## config.mk

```make
export PLATFORM = sky130hd
export DESIGN_NAME = mcg_div
export DESIGN_NICKNAME = d
export VERILOG_FILES = /design/src/hdl/mcg_pkg.sv /design/src/hdl/mcg_div.sv
export SDC_FILE = /design/constraint.sdc
export NUM_CORES = 1
export LEC_CHECK = 0
export BUFFER_PORTS_ARGS = -buffer_cell sky130_fd_sc_hd__buf_2
export CAP_MARGIN = 20
export CORE_MARGIN = 3
export CORE_UTILIZATION = 35
export CTS_CLUSTER_SIZE = 20
export DETAILED_ROUTE_END_ITERATION = 16
export SKIP_CTS_REPAIR_TIMING = 1
export SYNTH_ARGS = -nofsm -noshare
export SYNTH_HDL_FRONTEND = slang
export SYNTH_SLANG_ARGS = --single-unit
```

## constraint.sdc

```tcl
create_clock -name clk -period 3.19 [get_ports clk]
set_input_delay 0.638 -clock clk [delete_from_list [all_inputs] [get_ports clk]]
set_output_delay 0.638 -clock clk [all_outputs]
set_load 0.02 [all_outputs]
```

## src/hdl/mcg_pkg.sv

```systemverilog
`timescale 1ns / 1ps

package mcg_pkg;

  // Request codes on the input channel
  localparam logic [1:0] REQ_WR_ACCENT = 2'd0;
  localparam logic [1:0] REQ_WR_CLICK  = 2'd1;
  localparam logic [1:0] REQ_TICK      = 2'd2;
  localparam logic [1:0] REQ_RESTART   = 2'd3;

  // Configuration register indexes
  localparam logic [2:0] REG_TEMPO_BPM   = 3'd0;
  localparam logic [2:0] REG_BEATS_PER_IV = 3'd1;
  localparam logic [2:0] REG_SAMPLE_RATE = 3'd2;
  localparam logic [2:0] REG_ACCENT_LEN  = 3'd3;
  localparam logic [2:0] REG_CLICK_LEN   = 3'd4;
  localparam logic [2:0] REG_SEP_ACCENT  = 3'd5;

  localparam int CFG_IDXW  = 3;
  localparam int CFG_DATAW = 18;

  // Register limits and reset values
  localparam logic [8:0]  BPM_MIN   = 9'd20;
  localparam logic [8:0]  BPM_MAX   = 9'd400;
  localparam logic [8:0]  BPM_RST   = 9'd120;
  localparam logic [6:0]  BPI_MIN   = 7'd1;
  localparam logic [6:0]  BPI_MAX   = 7'd64;
  localparam logic [6:0]  BPI_RST   = 7'd16;
  localparam logic [17:0] RATE_MIN  = 18'd8000;
  localparam logic [17:0] RATE_MAX  = 18'd192000;
  localparam logic [17:0] RATE_RST  = 18'd48000;

  // Period widths and reset values
  localparam int BEAT_W = 20;
  localparam int POS_W  = 26;
  localparam int CNT_W  = 6;
  localparam logic [BEAT_W-1:0] BEAT_PERIOD_RST = 20'd24000;
  localparam logic [POS_W-1:0]  IV_PERIOD_RST   = 26'd384000;
  localparam logic [CNT_W-1:0]  BEAT_CNT_MAX    = 6'd63;

  // Serial divider geometry
  localparam int DIV_NW   = 30;
  localparam int DIV_DW   = 20;
  localparam int DIV_CNTW = 5;
  localparam logic [DIV_CNTW-1:0] DIV_LAST = 5'd29;

  typedef struct packed {
    logic              start;
    logic [DIV_NW-1:0] num;
    logic [DIV_DW-1:0] den;
  } div_req_t;

  typedef struct packed {
    logic              done;
    logic [DIV_NW-1:0] quot;
    logic [DIV_DW-1:0] rem;
  } div_rsp_t;

endpackage

```

## src/hdl/mcg_div.sv

```systemverilog
`timescale 1ns / 1ps

// Restoring divider, one quotient bit per cycle. A start reloads it at once.
module mcg_div (
  input  logic              clk,
  input  logic              rst_n,
  input  mcg_pkg::div_req_t req,
  output mcg_pkg::div_rsp_t rsp
);

  logic                          busy_r, busy_nxt;
  logic                          done_r, done_nxt;
  logic [mcg_pkg::DIV_CNTW-1:0]  cnt_r, cnt_nxt;
  logic [mcg_pkg::DIV_NW-1:0]    quo_r, quo_nxt;
  logic [mcg_pkg::DIV_DW-1:0]    rem_r, rem_nxt;
  logic [mcg_pkg::DIV_DW-1:0]    den_r, den_nxt;
  logic [mcg_pkg::DIV_DW:0]      partial;
  logic [mcg_pkg::DIV_DW:0]      diff;
  logic                          ge;

  always_comb begin
    partial  = {rem_r, quo_r[mcg_pkg::DIV_NW-1]};
    diff     = partial - {1'b0, den_r};
    ge       = partial >= {1'b0, den_r};
    busy_nxt = busy_r;
    done_nxt = 1'b0;
    cnt_nxt  = cnt_r;
    quo_nxt  = quo_r;
    rem_nxt  = rem_r;
    den_nxt  = den_r;
    if (req.start) begin
      busy_nxt = 1'b1;
      cnt_nxt  = '0;
      quo_nxt  = req.num;
      rem_nxt  = '0;
      den_nxt  = req.den;
    end else if (busy_r) begin
      rem_nxt = ge ? diff[mcg_pkg::DIV_DW-1:0] : partial[mcg_pkg::DIV_DW-1:0];
      quo_nxt = {quo_r[mcg_pkg::DIV_NW-2:0], ge};
      cnt_nxt = cnt_r + 1'b1;
      if (cnt_r == mcg_pkg::DIV_LAST) begin
        busy_nxt = 1'b0;
        done_nxt = 1'b1;
      end
    end
  end

  always_ff @(posedge clk) begin
    if (!rst_n) begin
      busy_r <= 1'b0;
      done_r <= 1'b0;
      cnt_r  <= '0;
    end else begin
      busy_r <= busy_nxt;
      done_r <= done_nxt;
      cnt_r  <= cnt_nxt;
    end
    quo_r <= quo_nxt;
    rem_r <= rem_nxt;
    den_r <= den_nxt;
  end

  assign rsp.done = done_r;
  assign rsp.quot = quo_r;
  assign rsp.rem  = rem_r;

endmodule

```

==> results.py <==
metrics = {
    "status": {
        "outcome": "completed",
    },
    "worst_setup_path": {
        "endpoint_kind": "flip-flop",
        "path_class": "flip-flop to flip-flop",
        "cp.required_ns": 3.46,
        "r2r_start": "den_r[1]",
        "arrival_ns": 3.20,
        "r2r_slack_ns": 0.27,
        "ff2ff_path_depth": 10,
        "rr_endpoint": "rem_r[19]",
        "crit_start": "den_r[1]",
        "crit_fanout": 11,
        "start_kind": "flip-flop",
    },
    "drt": {
        "dr.pass1.iters": 4,
        "vias_per_cell": 5.37,
        "drt_iter0_drc": 204,
        "totalWireLength_um": 11200,
        "vias": 3578,
        "post_drt_wl_per_cell_um": 16.8,
        "drc": 0,
        "antenna_left": 0,
    },
    "global_route": {
        "antenna_found_initial": 0,
        "grt_max_degree": 41,
        "overflow": 0,
        "grt_pass1_vias": 3584,
        "grt_pass1_wl_um": 18000,
        "grtUsageTotal_pct": 16.9,
    },
    "timing": {
        "maxSlewViolCount": 0,
        "worst_pin_slew_ns": 0.694,
        "fmax_mhz": 342,
        "max_slew_margin_pct": 53.7,
        "rsz0062_at_grt": "no",
        "final.min_clock_period_ns": 2.92,
        "hold_viol": 0,
        "setup_viol": 0,
        "fin_crit_sh_pct": 91.7,
        "setup_tns_ns": 0,
        "finalClockSkew_ns": 0.00954,
    },
    "min_path": {
        "worstHoldStart": "req[15]",
        "worst_hold_path_type": "primary input to flip-flop",
        "min_to": "den_r[15]",
        "hold_path_depth": 1,
    },
    "floorplan": {
        "start_util_pct": 36.7,
        "fp.dieH_um": 117,
        "dieArea_mm2": 0.0136,
        "die_w_um": 117,
        "io_pins": 104,
        "core_area_mm2": 0.0117,
        "core.rowCount": 39,
    },
    "yosys": {
        "synth.ff_latch_count": 77,
        "synth_most_common_cell": "edfxtp_1",
        "ys_types": 55,
        "synth.top_cells.by_count": "edfxtp_1 (50), mux2_2 (30), nor2_1 (30)",
        "yosys.area.top_type": "edfxtp_1",
        "synth_top_area_share_pct": 35.1,
        "yosys_most_used_dff": "edfxtp_1",
        "synth-edff-count": 50,
        "synth_cells": 407,
        "synth_area_per_cell_um2": 10.5,
        "async_flop_share_pct": 0,
        "synthTopCellsByArea": "edfxtp_1 (35%), dfxtp_1 (13%), mux2_2 (7.9%)",
        "netlist_area_mm2": 0.00428,
        "syn_nets": 483,
        "synth-seq-area-share_pct": 47.7,
        "yosysWarnings": 0,
    },
    "cts": {
        "cts-root-buf": "clkbuf_16",
        "htree_levels": 3,
        "cts_buffer_depth": 2,
        "numCtsBuffers": 9,
        "cts_tree": "done",
        "clock-sinks": 77,
        "clock_latency_ns": 0.34,
        "path_clk_slew_ns": 0.07,
    },
    "placement": {
        "dp_hpwl_um": 8170,
        "dpl-instance-area_mm2": 0.00496,
        "gp_congestion": 0.948,
        "portBuffers": 103,
    },
    "layout": {
        "fillers": 1078,
        "nNetsFinal": 594,
        "diodes": 0,
        "drive_above_1_share_pct": 33.1,
        "final_area_mm2": 0.00532,
        "area_growth_pct": 24.3,
    },
    "pwr": {
        "power.leakage_nw": 2.33,
        "peakVddDrop_v": 0.000303,
        "power_density_mw_per_mm2": 518,
    },
    "run": {
        "drv_cap": 0,
    },
}
## worst max-delay path: stages (launching register included)
cell and delay, ns:
edfxtp_1 0.41, inv_1 0.08, ha_1 0.23, nor2b_4 0.13
o31a_1 0.31, or4_4 0.46, a31oi_4 0.25, a2111oi_4 0.19
buf_4 0.20, or4_1 0.52, o211ai_2 0.08
## placed cells by master (no fill, tap or decap), types with 4 or more instances in the layout
cell         n
nor3_1       8
a21oi_1     24
buf_4       14
xor2_1       8
o21ai_1      9
buf_2      103
mux2_2      30
a311oi_1     8
clkbuf_16    9
edfxtp_1    50
a21o_1       6
nor2_1      30
a211oi_1     5
nand4_1      4
xnor2_1     10
inv_1       28
nand2_1     22
o21a_1       4
a31oi_1      6
ha_1        22
nor4_1       4
dfxtp_1     27
nand3_1     17
o21ai_0     16
and3_1      13
## cells by family (layout without fill, tap and decap cells)
| family | count (synthesis) | count (layout) | synth area share (%) |
|---|---|---|---|
| flops | 77 | 77 | 47.7 |
| mux | 30 | 30 | 7.89 |
| buf+inv | 46 | 162 | 4.50 |
| compound gates | 101 | 101 | 16.3 |
| simple gates | 112 | 112 | 13.0 |
| fa+ha+maj | 23 | 23 | 6.90 |
| xor+xnor | 18 | 18 | 3.68 |
## area by class of cell
| cell class | instances | area [um2] | area share, % |
|---|---|---|---|
| inverter | 28 | 105 | 1.98 |
| multi-input combinational | 284 | 2050 | 38.5 |
| sequential | 77 | 2040 | 38.4 |
| clock buffer | 9 | 225 | 4.23 |
| clock inverter | 7 | 75.1 | 1.41 |
| timing repair buffer | 118 | 648 | 12.2 |
| tap | 143 | 179 | 3.36 |
## power by group
| part | switching (mW) | internal [mW] | leakage (nW) |
|---|---|---|---|
| registers | 0.0466 | 1.15 | 0.718 |
| logic | 0.307 | 0.216 | 1.47 |
| clock network | 0.425 | 0.610 | 0.145 |
| total | 0.779 | 1.98 | 2.33 |
## stage by stage
stage | hold WS (ns) | utilization (%) | instances | total power, mW | worst slack [ns]
floorplan | 0.465 | - | 407 | 1.56 | 0.520
global placement | 0.492 | 42.5 | 645 | 1.73 | 0.359
detailed placement | 0.494 | 42.5 | 645 | 1.73 | 0.226
CTS | 0.460 | 45.1 | 661 | 2.77 | 0.182
global route | 0.455 | 45.6 | 666 | 2.89 | 0.131
finish | 0.469 | 45.6 | 666 | 2.76 | 0.266
## flip-flops by register name, summed over array words and instances (netlist names)
signal / cells
busy_r: 1
cnt_r: 5
den_r: 20
done_r: 1
quo_r: 30
rem_r: 20
## metal layers
layer	wire length, um	track usage [%]	vias to the layer above
met2	5190	27.0	121
met1	4940	21.5	1695
met5	0	0	-
met3	814	5.34	19
met4	238	6.27	0
li1	-	-	1743
## worst max-delay path by stage
stage | to | slack (ns) | cells past startpoint
global route | rem_r[19] | 0.13 | 10
floorplan | quo_r[0] | 0.52 | 8
global placement | rem_r[12] | 0.36 | 10
detailed placement | rem_r[16] | 0.23 | 9
finish | rem_r[19] | 0.27 | 10
CTS | rem_r[18] | 0.18 | 9
No activity file was read; power rests on OpenSTA's default activity.
